--- src/rtl/btm_pkg.sv ---
`timescale 1ns / 1ps

package btm_pkg;

  localparam int unsigned WIDTH_REG_W = 8;
  localparam int unsigned MASK_REG_W  = 20;
  localparam int unsigned COUNT_W     = 14;
  localparam int unsigned CFG_IDX_W   = 2;
  localparam int unsigned IN_DATA_W   = 8;
  localparam int unsigned OUT_DATA_W  = 32;

  localparam logic [COUNT_W-1:0]     COUNT_MAX         = '1;
  localparam logic [WIDTH_REG_W-1:0] WIDTH_RESET       = 8'd96;
  localparam logic [MASK_REG_W-1:0]  MASK_TOP_RESET    = 20'd262144;
  localparam logic [MASK_REG_W-1:0]  MASK_MIDDLE_RESET = 20'd923745;
  localparam logic [MASK_REG_W-1:0]  MASK_BOTTOM_RESET = 20'd74898;

  typedef enum logic [CFG_IDX_W-1:0] {
    CFG_IMAGE_WIDTH = 2'd0,
    CFG_MASK_TOP    = 2'd1,
    CFG_MASK_MIDDLE = 2'd2,
    CFG_MASK_BOTTOM = 2'd3
  } cfg_idx_t;

  typedef struct packed {
    logic top;
    logic mid;
    logic bot;
  } btm_bits_t;

endpackage

--- src/rtl/btm_cell.sv ---
`timescale 1ns / 1ps

module btm_cell (
  input  logic              clk,
  input  logic              rst_n,
  input  logic              shift_en,
  input  btm_pkg::btm_bits_t d,
  input  btm_pkg::btm_bits_t mask,
  output btm_pkg::btm_bits_t q,
  output logic              ok
);
  import btm_pkg::*;

  btm_bits_t q_r;

  always_ff @(posedge clk) begin
    if (!rst_n) begin
      q_r <= '0;
    end else if (shift_en) begin
      q_r <= d;
    end
  end

  assign q  = q_r;
  // The column passes when every required pixel is set after the shift.
  assign ok = &(logic'(d.top | ~mask.top) & logic'(d.mid | ~mask.mid)
                & logic'(d.bot | ~mask.bot));

endmodule

--- src/rtl/btm_line_store.sv ---
`timescale 1ns / 1ps

module btm_line_store #(
  parameter int unsigned DEPTH = 128,
  parameter int unsigned AW    = 7
) (
  input  logic          clk,
  input  logic          wr_en,
  input  logic [AW-1:0] wr_addr,
  input  logic [1:0]    wr_data,
  input  logic [AW-1:0] rd_addr,
  output logic [1:0]    rd_data,
  output logic [1:0]    rd_zero_data
);

  logic [1:0] mem [DEPTH];
  logic [1:0] rd_data_r;
  logic [1:0] rd_zero_r;

  // Two read ports: the next column and column zero for a frame start.
  always_ff @(posedge clk) begin
    if (wr_en) begin
      mem[wr_addr] <= wr_data;
    end
    rd_data_r <= (wr_en && (wr_addr == rd_addr)) ? wr_data : mem[rd_addr];
    rd_zero_r <= (wr_en && (wr_addr == AW'(0))) ? wr_data : mem[AW'(0)];
  end

  assign rd_data      = rd_data_r;
  assign rd_zero_data = rd_zero_r;

endmodule

--- src/rtl/binary_template_match_counter.sv ---
`timescale 1ns / 1ps
// A result word is registered and appears in the cycle after its input word is accepted.
// Throughput: one word per cycle while out_tready holds; the output register is refilled
// in the cycle it is taken, and the column read for the next word is fetched ahead.
// Reset (rst_n low, synchronous) clears position, windows, counts and output valid and
// reloads the config defaults; the line store is not cleared and holds no valid state.

module binary_template_match_counter #(
  parameter int unsigned MAX_WIDTH  = 128,
  parameter int unsigned MASK_WIDTH = 20
) (
  input  logic                              clk,
  input  logic                              rst_n,
  input  logic                              in_tvalid,
  output logic                              in_tready,
  input  logic [btm_pkg::IN_DATA_W-1:0]     in_tdata,   // pixel
  input  logic                              in_tuser,   // frame_start
  output logic                              out_tvalid,
  input  logic                              out_tready,
  output logic [btm_pkg::OUT_DATA_W-1:0]    out_tdata,  // window_match, match_count, set_count
  input  logic                              cfg_wen,
  input  logic [btm_pkg::CFG_IDX_W-1:0]     cfg_index,
  input  logic [btm_pkg::MASK_REG_W-1:0]    cfg_wdata
);
  import btm_pkg::*;

  localparam int unsigned AW = (MAX_WIDTH > 1) ? $clog2(MAX_WIDTH) : 1;
  localparam int unsigned WW = (AW + 1 > WIDTH_REG_W) ? AW + 1 : WIDTH_REG_W;
  localparam int unsigned SW = $clog2(MASK_WIDTH + 1);
  localparam logic [1:0]  ROWS_FULL = 2'd2;

  function automatic logic [WW-1:0] clamp_width(input logic [WIDTH_REG_W-1:0] w);
    logic [WW-1:0] e;
    e = WW'(w);
    if (e == '0) begin
      e = WW'(1);
    end else if (e > WW'(MAX_WIDTH)) begin
      e = WW'(MAX_WIDTH);
    end
    return e;
  endfunction

  logic [WW-1:0]         width_r;
  logic [MASK_REG_W-1:0] mask_top_r;
  logic [MASK_REG_W-1:0] mask_mid_r;
  logic [MASK_REG_W-1:0] mask_bot_r;

  always_ff @(posedge clk) begin
    if (!rst_n) begin
      width_r    <= clamp_width(WIDTH_RESET);
      mask_top_r <= MASK_TOP_RESET;
      mask_mid_r <= MASK_MIDDLE_RESET;
      mask_bot_r <= MASK_BOTTOM_RESET;
    end else if (cfg_wen) begin
      case (cfg_idx_t'(cfg_index))
        CFG_IMAGE_WIDTH: width_r    <= clamp_width(cfg_wdata[WIDTH_REG_W-1:0]);
        CFG_MASK_TOP:    mask_top_r <= cfg_wdata;
        CFG_MASK_MIDDLE: mask_mid_r <= cfg_wdata;
        CFG_MASK_BOTTOM: mask_bot_r <= cfg_wdata;
        default: ;
      endcase
    end
  end

  logic [AW-1:0]      col_r, col, col_nxt;
  logic [1:0]         rows_r, rows, rows_nxt;
  logic [SW-1:0]      skip_r, skip, skip_nxt;
  logic [COUNT_W-1:0] match_r, match_cur, match_nxt;
  logic [COUNT_W-1:0] set_r, set_cur, set_nxt;
  logic               out_valid_r;
  logic [OUT_DATA_W-1:0] out_data_r;

  logic       accept, px, fs, hit, in_win, row_end, all_ok;
  logic [1:0] rd_col, rd_zero, above;
  btm_bits_t  head;
  btm_bits_t  cell_d    [MASK_WIDTH];
  btm_bits_t  cell_q    [MASK_WIDTH];
  btm_bits_t  cell_mask [MASK_WIDTH];
  logic [MASK_WIDTH-1:0] cell_ok;

  assign in_tready = rst_n && (!out_valid_r || out_tready);
  assign accept    = in_tvalid && in_tready;
  assign px        = in_tdata[0];
  assign fs        = in_tuser;

  assign above     = fs ? rd_zero : rd_col;
  assign col       = fs ? '0 : col_r;
  assign rows      = fs ? '0 : rows_r;
  assign skip      = fs ? '0 : skip_r;
  assign match_cur = fs ? '0 : match_r;
  assign set_cur   = fs ? '0 : set_r;
  assign head      = '{top: above[1], mid: above[0], bot: px};

  btm_line_store #(
    .DEPTH(MAX_WIDTH),
    .AW   (AW)
  ) u_line_store (
    .clk         (clk),
    .wr_en       (accept),
    .wr_addr     (col),
    .wr_data     ({above[0], px}),
    .rd_addr     (accept ? col_nxt : col_r),
    .rd_data     (rd_col),
    .rd_zero_data(rd_zero)
  );

  for (genvar i = 0; i < MASK_WIDTH; i++) begin : g_cell
    if (i == MASK_WIDTH - 1) begin : g_head
      assign cell_d[i] = head;
    end else begin : g_body
      assign cell_d[i] = fs ? '0 : cell_q[i+1];
    end
    if (i < MASK_REG_W) begin : g_mask
      assign cell_mask[i] = '{top: mask_top_r[i], mid: mask_mid_r[i], bot: mask_bot_r[i]};
    end else begin : g_nomask
      assign cell_mask[i] = '0;
    end
    btm_cell u_cell (
      .clk     (clk),
      .rst_n   (rst_n),
      .shift_en(accept),
      .d       (cell_d[i]),
      .mask    (cell_mask[i]),
      .q       (cell_q[i]),
      .ok      (cell_ok[i])
    );
  end

  assign all_ok  = &cell_ok;
  assign in_win  = (rows == ROWS_FULL) && (WW'(col) >= WW'(MASK_WIDTH - 1));
  assign row_end = (WW'(col) + WW'(1)) >= width_r;
  assign set_nxt = (px && (set_cur != COUNT_MAX)) ? set_cur + COUNT_W'(1) : set_cur;

  always_comb begin
    hit       = 1'b0;
    skip_nxt  = skip;
    match_nxt = match_cur;
    if (in_win) begin
      if (skip != '0) begin
        skip_nxt = skip - SW'(1);
      end else if (all_ok) begin
        hit      = 1'b1;
        skip_nxt = SW'(MASK_WIDTH);
        if (match_cur != COUNT_MAX) begin
          match_nxt = match_cur + COUNT_W'(1);
        end
      end
    end
    if (row_end) begin
      col_nxt  = '0;
      skip_nxt = '0;
      rows_nxt = (rows == ROWS_FULL) ? rows : rows + 2'd1;
    end else begin
      col_nxt  = col + AW'(1);
      rows_nxt = rows;
    end
  end

  always_ff @(posedge clk) begin
    if (!rst_n) begin
      col_r       <= '0;
      rows_r      <= '0;
      skip_r      <= '0;
      match_r     <= '0;
      set_r       <= '0;
      out_valid_r <= 1'b0;
    end else begin
      if (accept) begin
        col_r   <= col_nxt;
        rows_r  <= rows_nxt;
        skip_r  <= skip_nxt;
        match_r <= match_nxt;
        set_r   <= set_nxt;
      end
      if (accept) begin
        out_valid_r <= 1'b1;
      end else if (out_tready) begin
        out_valid_r <= 1'b0;
      end
    end
  end

  always_ff @(posedge clk) begin
    if (accept) begin
      out_data_r <= OUT_DATA_W'({set_nxt, match_nxt, hit});
    end
  end

  assign out_tvalid = out_valid_r;
  assign out_tdata  = out_data_r;

endmodule

--- config.mk ---
export PLATFORM = sky130hd
export DESIGN_NAME = binary_template_match_counter
export DESIGN_NICKNAME = d
export VERILOG_FILES = /design/src/rtl/btm_pkg.sv /design/src/rtl/btm_cell.sv /design/src/rtl/btm_line_store.sv /design/src/rtl/binary_template_match_counter.sv
export SDC_FILE = /design/constraint.sdc
export NUM_CORES = 1
export LEC_CHECK = 0
export ABC_AREA = 1
export BUFFER_PORTS_ARGS = -buffer_cell sky130_fd_sc_hd__buf_2
export CAP_MARGIN = 10
export CORE_UTILIZATION = 45
export DETAILED_ROUTE_END_ITERATION = 8
export GPL_ROUTABILITY_DRIVEN = 0
export PLACE_DENSITY = 0.73
export SYNTH_ARGS = -nofsm -noshare
export SYNTH_HDL_FRONTEND = slang
export SYNTH_SLANG_ARGS = --single-unit
--- constraint.sdc ---
create_clock -name clk -period 8.55 [get_ports clk]
set_clock_uncertainty 0.2 [all_clocks]
set_input_delay 0 -clock clk [delete_from_list [all_inputs] [get_ports clk]]
set_output_delay 0 -clock clk [all_outputs]
set_load 0.1 [all_outputs]
==> results of run 1 <==
## worst min path at each step
stage               cells past startpoint                               end  slack (ns)          start
CTS                                     4       mask_top_r[14]$_SDFFE_PN0P_       0.009  cfg_wdata[14]
finish                                  4       mask_top_r[14]$_SDFFE_PN0P_        0.04  cfg_wdata[14]
detailed placement                      3       mask_mid_r[12]$_SDFFE_PN1P_        0.05  cfg_wdata[12]
global placement                        3       mask_mid_r[12]$_SDFFE_PN1P_        0.03  cfg_wdata[12]
global route                            4       mask_top_r[14]$_SDFFE_PN0P_        0.06  cfg_wdata[14]
floorplan                               0  u_line_store.mem[0][0]$_DFFE_PP_       -0.10    in_tdata[0]
## state kept, by name, summed over array words and instances, names as in the netlist, named ones only
name / cells
out_tvalid: 1
width_r: 8
col_r: 7
u_line_store.mem: 256
mask_mid_r: 20
out_tdata: 29
rows_r: 2
g_cell.u_cell.q: 57
mask_bot_r: 20
mask_top_r: 20
match_r: 14
set_r: 14
skip_r: 5
## layout make-up
| cell class | instances | area, um^2 |
|---|---|---|
| clock buffers | 61 | 1290 |
| clock inverters | 27 | 352 |
| fillers | 3906 | 20700 |
| inverters | 147 | 564 |
| multi-input cells | 1483 | 6840 |
| flip-flops and latches | 460 | 12100 |
| well taps | 585 | 732 |
| repair buffers | 135 | 1010 |
## timing repair
action,4_1_cts,5_1_grt
hold buffers,57,0
endpoints found under the setup margin,0,0
resized for setup,0,0
hold endpoints to repair,155,0
## cell usage in the layout (no fill, tap or decap), types with 9 or more instances in the layout
| cell | instances |
|---|---|
| a21oi_1 | 75 |
| buf_2 | 58 |
| buf_4 | 20 |
| clkbuf_1 | 9 |
| clkbuf_16 | 48 |
| clkinv_2 | 10 |
| dfxtp_1 | 173 |
| dlygate4sd3_1 | 57 |
| edfxtp_1 | 285 |
| ha_1 | 14 |
| inv_1 | 137 |
| nand2_1 | 586 |
| nand3_1 | 301 |
| nand4_1 | 24 |
| nor2_1 | 265 |
| o21ai_0 | 110 |
| o21ai_1 | 9 |
| xor2_1 | 14 |
## per-layer routing
| layer | vias up | wire, um |
|---|---|---|
| met5 | - | 0 |
| met4 | 0 | 1360 |
| met3 | 106 | 3340 |
| met2 | 533 | 23800 |
| met1 | 7481 | 20200 |
| li1 | 7511 | - |
## power by group
part | total (mW) | switching (mW) | internal, mW
clock | 2.18 | 0.868 | 1.31
sequential | 2.42 | 0.0225 | 2.40
combinational | 0.346 | 0.256 | 0.0897
total | 4.94 | 1.15 | 3.80
## worst max-delay path: stages, from the launching register on
cell	delay, ns
dfxtp_4	0.49
clkinv_2	0.25
buf_4	0.90
nand2_1	0.15
nand3_1	0.12
nand3_1	0.11
nand3_1	0.12
nand3_1	0.12
nand2_1	0.17
nand2_1	0.07
nand3_1	0.08
nand3_1	0.23
nand2_4	0.44
buf_4	0.69
## per-stage QoR
stage	instance area [um^2]	util, %	worst slack [ns]
after global routing	22900	52.5	3.59
final	22900	52.5	3.89
after detailed placement	20600	47.4	3.95
after floorplan	20100	-	3.51
after global placement	20600	47.4	4.10
after CTS	22900	52.5	3.92
## cell families (layout without fill, tap and decap cells)
logic type      after synthesis  count (layout)  synth area share, %
simple gates               1227            1227                 26.3
flops                       460             460                 60.1
buf+inv                     266             370                 5.84
compound gates              222             222                 6.01
xor+xnor                     17              17                0.817
fa+ha+maj                    14              14                0.874
other cells                   1               3               0.0187
==> flow_summary.toml, run 1 <==
[detailed_routing]
via_count = 15631
drc = 0
ant_nets = 0
dr.pass1.iters = 5
vias_per_cell = 5.39
routed_wirelength_um = 48700
wl_per_cell_um = 16.8
first_iter_violations = 1321

[synthesis]
ys_warn_count = 0
synth_top_area_share_pct = 42.7
ys_seq_area_share_pct = 60.1
yosys-top-cells-count = "nand2_1, nand3_1, edfxtp_1"
syn-cell-area_um2 = 20100
synth_seq_cells = 460
synth_edf_count = 285
synth_most_common_cell = "nand2_1"
yosysTopAreaCell = "edfxtp_1"
async_flop_share_pct = 0
synth-main-ff-cell = "edfxtp_1"
avgSynthCellArea_um2 = 9.09
ys_types = 54
yosys-top-cells-area = "edfxtp_1, dfxtp_1, nand2_1, nand3_1, nor2_1"
syn_inst = 2207

[power_and_ir_drop]
total_power_mw = 4.94
power_density_nw_per_um2 = 216
vdd_drop_max_uv = 163
leakagePower_nw = 8.55

[global_route]
grt_remaining_overflow = 0
grt_pass1_wl_um = 78200
met1_usage_pct = 28.1
grtUsageMet2_pct = 37.6
gr-usage-met3_pct = 3.02
grt_pass1_vias = 15529
grt.busiest_layer = "met2"
track_usage_pct = 22.0
grt_max_degree = 113
antenna_found_initial = 0

[timing]
rsz0062_at_grt = "false"
hold_violations = 0
whs_ns = 0.0431
max_freq_mhz = 215
fin_tns_setup_ns = 0
slew_headroom_pct = 17.2
fin_crit_sh_pct = 54.5
finalSetupViolations = 0
slew_viol_final = 0
fin_crit_ns = 4.66
worst_slew_pin_slew_ns = 1.24

[worst_setup_path]
required_ns = 8.62
critPathCapture = "u_line_store.mem[20][1]$_DFFE_PP_"
regToRegEndpoint = "u_line_store.mem[20][1]$_DFFE_PP_"
path_class = "reg -> reg"
cp-end-kind = "register"
reg2regPathDepth = 13
rrSetupSlack_ns = 3.89
critPathMaxFanout = 112
worstSetupStartpointType = "register"
crit_arrival_ns = 4.73

[clocking]
clockRootBuffer = "clkbuf_16"
cts_max_path_buffers = 3
tritoncts = "yes"
postCtsSetupBuffers = 0
cts-buffers-inserted = 47
clkTransAtPathRegs_ns = 0.07
clk_latency_ns = 0.59
htree_levels = 2
clock-sinks = 460

[floorplanning]
dieArea_um2 = 45400
core_area_um2 = 43600
die_y_um = 213
start_util_pct = 46.0
die_w_um = 213
ios = 70
rows = 76

[placed_design]
portBuffers = 59
dpl.hpwl_um = 27700
dp.cells = 2753

[worst_hold_path]
hp-class = "in -> reg"

[cells_and_area]
layout-drive-gt1-share_pct = 8.60
nNetsFinal = 2324
finalNonFillerCells = 2898
area_delta_synth_final_pct = 14.0
antennaDiodeCount = 0

[flow_run]
max_cap_violations = 0

[outcome]
outcome = "complete, no violations"
Power figures use the tool's default switching activity.
==> run 2: changes to the inputs <==
Settings changed: PLACE_DENSITY 0.73 to 0.75.
Clock period 8.55 ns to 4.2 ns, I/O delays scaled along.
==> run 2 against run 1 <==
Compared with the run above:
- sequential power increased by 100%
- via count increased by 1.7%
- final area decreased by 0.37%
- die area unchanged
- sequential share of layout area increased by 0.19 points
- global-route usage about the same
- core utilization decreased by 0.19 points
- hold slack got worse by 0.012 ns
- non-clock buffer count increased by 5
- total power increased by 96%
- critical path depth increased by 5
- flip-flop and latch count unchanged
==> flow_summary.toml, run 2 (synthesized netlist as in run 1, its figures left out) <==
[global_route]
grt_remaining_overflow = 0
grt_max_degree = 129
grt_pass1_vias = 15578
grt_pass1_wl_um = 79000
track_usage_pct = 22.0
antenna_found_initial = 0

[clocking]
postCtsSetupBuffers = 0
cts-buffers-inserted = 46
clock-sinks = 460
htree_levels = 2
clockRootBuffer = "clkbuf_16"
clkTransAtPathRegs_ns = 0.06
cts_max_path_buffers = 3
tritoncts = "yes"
clk_latency_ns = 0.58

[floorplanning]
die_y_um = 213
core_area_um2 = 43600
ios = 70
start_util_pct = 46.0
rows = 76
die_w_um = 213
dieArea_um2 = 45400

[worst_setup_path]
rrSetupSlack_ns = 0.48
regToRegEndpoint = "col_r[5]$_SDFF_PN0_"
r2r_start = "col_r[0]$_SDFF_PN0_"
worstSetupStartpointType = "register"
reg2regPathDepth = 18
required_ns = 4.51
critPathMaxFanout = 8
crit_arrival_ns = 4.03
path_class = "reg -> reg"
cp-end-kind = "register"

[power_and_ir_drop]
power_density_nw_per_um2 = 426
vdd_drop_max_uv = 343
leakagePower_nw = 8.52
total_power_mw = 9.69

[detailed_routing]
via_count = 15892
dr.pass1.iters = 6
vias_per_cell = 5.48
wl_per_cell_um = 17.0
first_iter_violations = 1345
routed_wirelength_um = 49400
drc = 0
ant_nets = 0

[flow_run]
max_cap_violations = 0

[timing]
finalSetupViolations = 0
slew_viol_final = 0
hold_violations = 0
max_freq_mhz = 269
rsz0062_at_grt = "false"
fin_crit_sh_pct = 88.5
whs_ns = 0.0316
worst_slew_pin_slew_ns = 1.16
fin_crit_ns = 3.72
fin_ws_ns = 0.483
fin_tns_setup_ns = 0
slew_headroom_pct = 22.8

[cells_and_area]
nNetsFinal = 2328
antennaDiodeCount = 0
largest_register_ffs = 256
max_flop_register = "u_line_store.mem"
area_delta_synth_final_pct = 13.5
layout-drive-gt1-share_pct = 8.90
final_common_cell = "nand2_1"
design_area_um2 = 22800
layout_common_cells = "nand2_1, nand3_1, edfxtp_1, nor2_1, dfxtp_1"

[worst_hold_path]
min-delay-start = "cfg_wdata[10]"
hp-class = "in -> reg"
hold_depth = 4
whs_endpoint = "mask_bot_r[10]$_SDFFE_PN1P_"

[placed_design]
pre_cts_ws_ns = 0.573
dpl.hpwl_um = 29200
portBuffers = 59
placed_area_um2 = 20800

[outcome]
outcome = "complete, no violations"
[run 2: changes by cell type in the layout (fill, tap and decap cells not counted), sizes merged]
cell,previous run,this run
clkinv,20,22
inv,144,145
clkinvlp,2,1
dlygate4sd3,57,49
bufinv,8,4
buf,78,91
clkbuf,61,60
[run 2: worst max-delay path by stage]
| stage | start | end |
|---|---|---|
| 2_1_floorplan | out_tvalid$_SDFFE_PN0P_ | out_tdata[0]$_SDFFCE_PP0P_ |
| 3_3_place_gp | col_r[0]$_SDFF_PN0_ | col_r[5]$_SDFF_PN0_ |
| 3_5_place_dp | col_r[0]$_SDFF_PN0_ | col_r[5]$_SDFF_PN0_ |
| 4_1_cts | col_r[0]$_SDFF_PN0_ | col_r[5]$_SDFF_PN0_ |
| 5_1_grt | col_r[0]$_SDFF_PN0_ | col_r[4]$_SDFF_PN0_ |
| 6_report | col_r[0]$_SDFF_PN0_ | col_r[5]$_SDFF_PN0_ |
[run 2: report_power, final]
group / total (mW) / internal (mW) / switching, mW
logic: 0.732 / 0.194 / 0.538
clock network: 4.05 / 2.32 / 1.72
registers: 4.91 / 4.88 / 0.0329
[run 2: per-layer routing]
metal  wire, um  up-vias  track usage [%]
li1           -     7544                -
met1      19900     7556             28.0
met2      24200      662             37.7
met3       3730      130             3.16
met4       1540        0             8.24
met5          0        -                0
[run 2: per-stage QoR]
step | util (%) | instances
after floorplan | - | 2209
after global placement | 47.8 | 2766
after detailed placement | 47.8 | 2766
after CTS | 52.3 | 2900
after global routing | 52.3 | 2900
final | 52.3 | 2900
[run 2: what timing repair did]
action                    in CTS  in global routing
gates resized for setup        0                  0
hold endpoints to repair     183                  0
hold buffers                  49                  0
[run 2: layout make-up]
| cell class | count | area (um^2) |
|---|---|---|
| Clock inverter | 25 | 240 |
| Multi-Input combinational cell | 1483 | 6840 |
| Tap cell | 585 | 732 |
| Sequential cell | 460 | 12100 |
| Clock buffer | 60 | 1230 |
| Timing Repair Buffer | 140 | 1090 |
| Inverter | 147 | 564 |
| Fill cell | 3831 | 20800 |
[run 2: worst max-delay path, stage by stage, from the launching register on]
cell and delay (ns):
dfxtp_1 0.36, inv_1 0.14, nor2_1 0.41, ha_1 0.26
inv_1 0.06, nor2_1 0.18, nand3_1 0.11, xor2_1 0.19
inv_1 0.07, ha_1 0.27, nand2_1 0.08, nor2_1 0.06
nand4_1 0.06, nand3_1 0.13, nor2_1 0.43, inv_1 0.26
o22ai_1 0.24, inv_1 0.06, nor2_1 0.08
==> run 3: changes to the inputs <==
Settings changed: CORE_UTILIZATION 45 to 56, PLACE_DENSITY 0.75 to default, PLACE_DENSITY_LB_ADDON from default to 0.12.
==> run 3 against run 2 <==
Compared with the run above:
- critical path depth grew 1
- cell count shrank 4.6%
- final area shrank 0.67%
- setup slack gained 0.21 ns
- register-to-register slack gained 0.21 ns
- first-iteration DRC count shrank 12%
- flip-flop and latch count is the same
- critical path type unchanged
- non-clock buffer count shrank 5
- sequential share of layout area grew 0.36 points
==> flow_summary.toml, run 3 (synthesized netlist as in run 1, its figures left out) <==
[placed_design]
portBuffers = 59
placed_area_um2 = 20600
dpl.hpwl_um = 28300

[worst_setup_path]
crit_start = "col_r[0]$_SDFF_PN0_"
critPathMaxFanout = 8
crit_arrival_ns = 3.80
required_ns = 4.49
reg2regPathDepth = 19
rrSetupSlack_ns = 0.69
path_class = "reg -> reg"
cp-end-kind = "register"
r2r_start = "col_r[0]$_SDFF_PN0_"
regToRegEndpoint = "col_r[4]$_SDFF_PN0_"
worstSetupStartpointType = "register"
critPathCapture = "col_r[4]$_SDFF_PN0_"

[cells_and_area]
layout_common_cells = "nand2_1, nand3_1, edfxtp_1, nor2_1, dfxtp_1"
design_area_um2 = 22600
final_common_cell = "nand2_1"
multi_input_area_um2 = 6840
max_flop_register = "u_line_store.mem"
nNetsFinal = 2324
layout-drive-gt1-share_pct = 8.82
fin_util_pct = 64.8
antennaDiodeCount = 0
area_delta_synth_final_pct = 12.8
final-seq-area_um2 = 12100
n_fill_cell = 2877
largest_register_ffs = 256

[floorplanning]
ios = 70
rows = 68
die_y_um = 191
die_w_um = 191
dieArea_um2 = 36600
core_area_um2 = 34900
start_util_pct = 57.5

[detailed_routing]
ant_nets = 0
wl_per_cell_um = 17.4
vias_per_cell = 5.61
drc = 0
via_count = 15519
routed_wirelength_um = 48000
dr.pass1.iters = 5
first_iter_violations = 1178

[worst_hold_path]
hold_depth = 4
hp-class = "in -> reg"

[global_route]
grt_max_degree = 99
track_usage_pct = 26.7
antenna_found_initial = 0
grt_pass1_vias = 14990
grt_remaining_overflow = 0
grt_pass1_wl_um = 76600

[timing]
slew_viol_final = 0
fin_tns_setup_ns = 0
hold_violations = 0
fin_crit_sh_pct = 83.5
finalSetupViolations = 0
max_freq_mhz = 285
fin_crit_ns = 3.51
rsz0062_at_grt = "false"
slew_headroom_pct = 22.5
worst_slew_pin_slew_ns = 1.16

[flow_run]
max_cap_violations = 0

[clocking]
clockRootBuffer = "clkbuf_16"
clk_latency_ns = 0.56
clkTransAtPathRegs_ns = 0.06
cts-buffers-inserted = 47
cts_max_path_buffers = 3
cts_resized = 0
tritoncts = "yes"
htree_levels = 2
clock-sinks = 460

[outcome]
outcome = "complete, no violations"

[power_and_ir_drop]
power_density_nw_per_um2 = 429
vdd_drop_max_uv = 327
leakagePower_nw = 8.53
-- run 3: repair_timing --
item,CTS,global route
hold buffers,47,0
hold endpoints to repair,189,0
buffers inserted,0,0
-- run 3: how the worst min path moves through the flow --
stage / start / to / slack [ns]
finish: cfg_wdata[11] / mask_top_r[11]$_SDFFE_PN0P_ / 0.03
global route: cfg_wdata[16] / mask_top_r[16]$_SDFFE_PN0P_ / 0.06
CTS: cfg_wdata[12] / mask_bot_r[12]$_SDFFE_PN0P_ / 0.02
detailed placement: cfg_wdata[12] / mask_mid_r[12]$_SDFFE_PN1P_ / 0.03
global placement: cfg_wdata[11] / mask_mid_r[11]$_SDFFE_PN1P_ / 0.03
floorplan: in_tdata[0] / u_line_store.mem[0][0]$_DFFE_PP_ / -0.10
-- run 3: routing by layer --
metal,global-route usage [%],vias up,part of all wire (%)
li1,-,7526,-
met1,34.3,7402,42
met2,45.4,492,48
met3,4.31,99,6.6
met4,10.1,0,3.1
met5,0,-,0
-- run 3: power by group --
part | leakage, nW | switching (mW) | internal [mW]
Combinational | 3.77 | 0.530 | 0.192
Clock | 0.752 | 1.69 | 2.38
Sequential | 4.01 | 0.0390 | 4.88
-- run 3: critical path: stages, from the launching register on --
cell,delay [ns]
dfxtp_1,0.37
inv_1,0.14
nor2_1,0.11
buf_4,0.15
ha_1,0.16
inv_1,0.06
nor2_1,0.17
nand3_1,0.11
xor2_1,0.18
inv_1,0.06
ha_1,0.26
nand2_1,0.08
nor2_1,0.06
nand4_1,0.07
nand3_1,0.14
nor2_1,0.43
inv_1,0.27
o22ai_1,0.25
inv_1,0.07
nor2_1,0.08
-- run 3: per-stage QoR --
stage	hold WS, ns	power [mW]	std cells	setup WS (ns)
final	0.0329	9.71	2767	0.692
after global routing	0.0581	10.0	2767	0.299
after CTS	0.0175	9.76	2767	0.725
after detailed placement	0.0296	5.70	2633	0.730
after global placement	0.0277	5.68	2633	0.847
after floorplan	-0.101	5.50	2209	0.427
-- run 3: layout make-up --
cell class	instances	share of cell area [%]
Tap cell	455	2.52
Clock buffer	70	6.23
Timing Repair Buffer	135	4.64
Sequential cell	460	53.4
Clock inverter	17	0.520
Inverter	147	2.50
Multi-Input combinational cell	1483	30.3
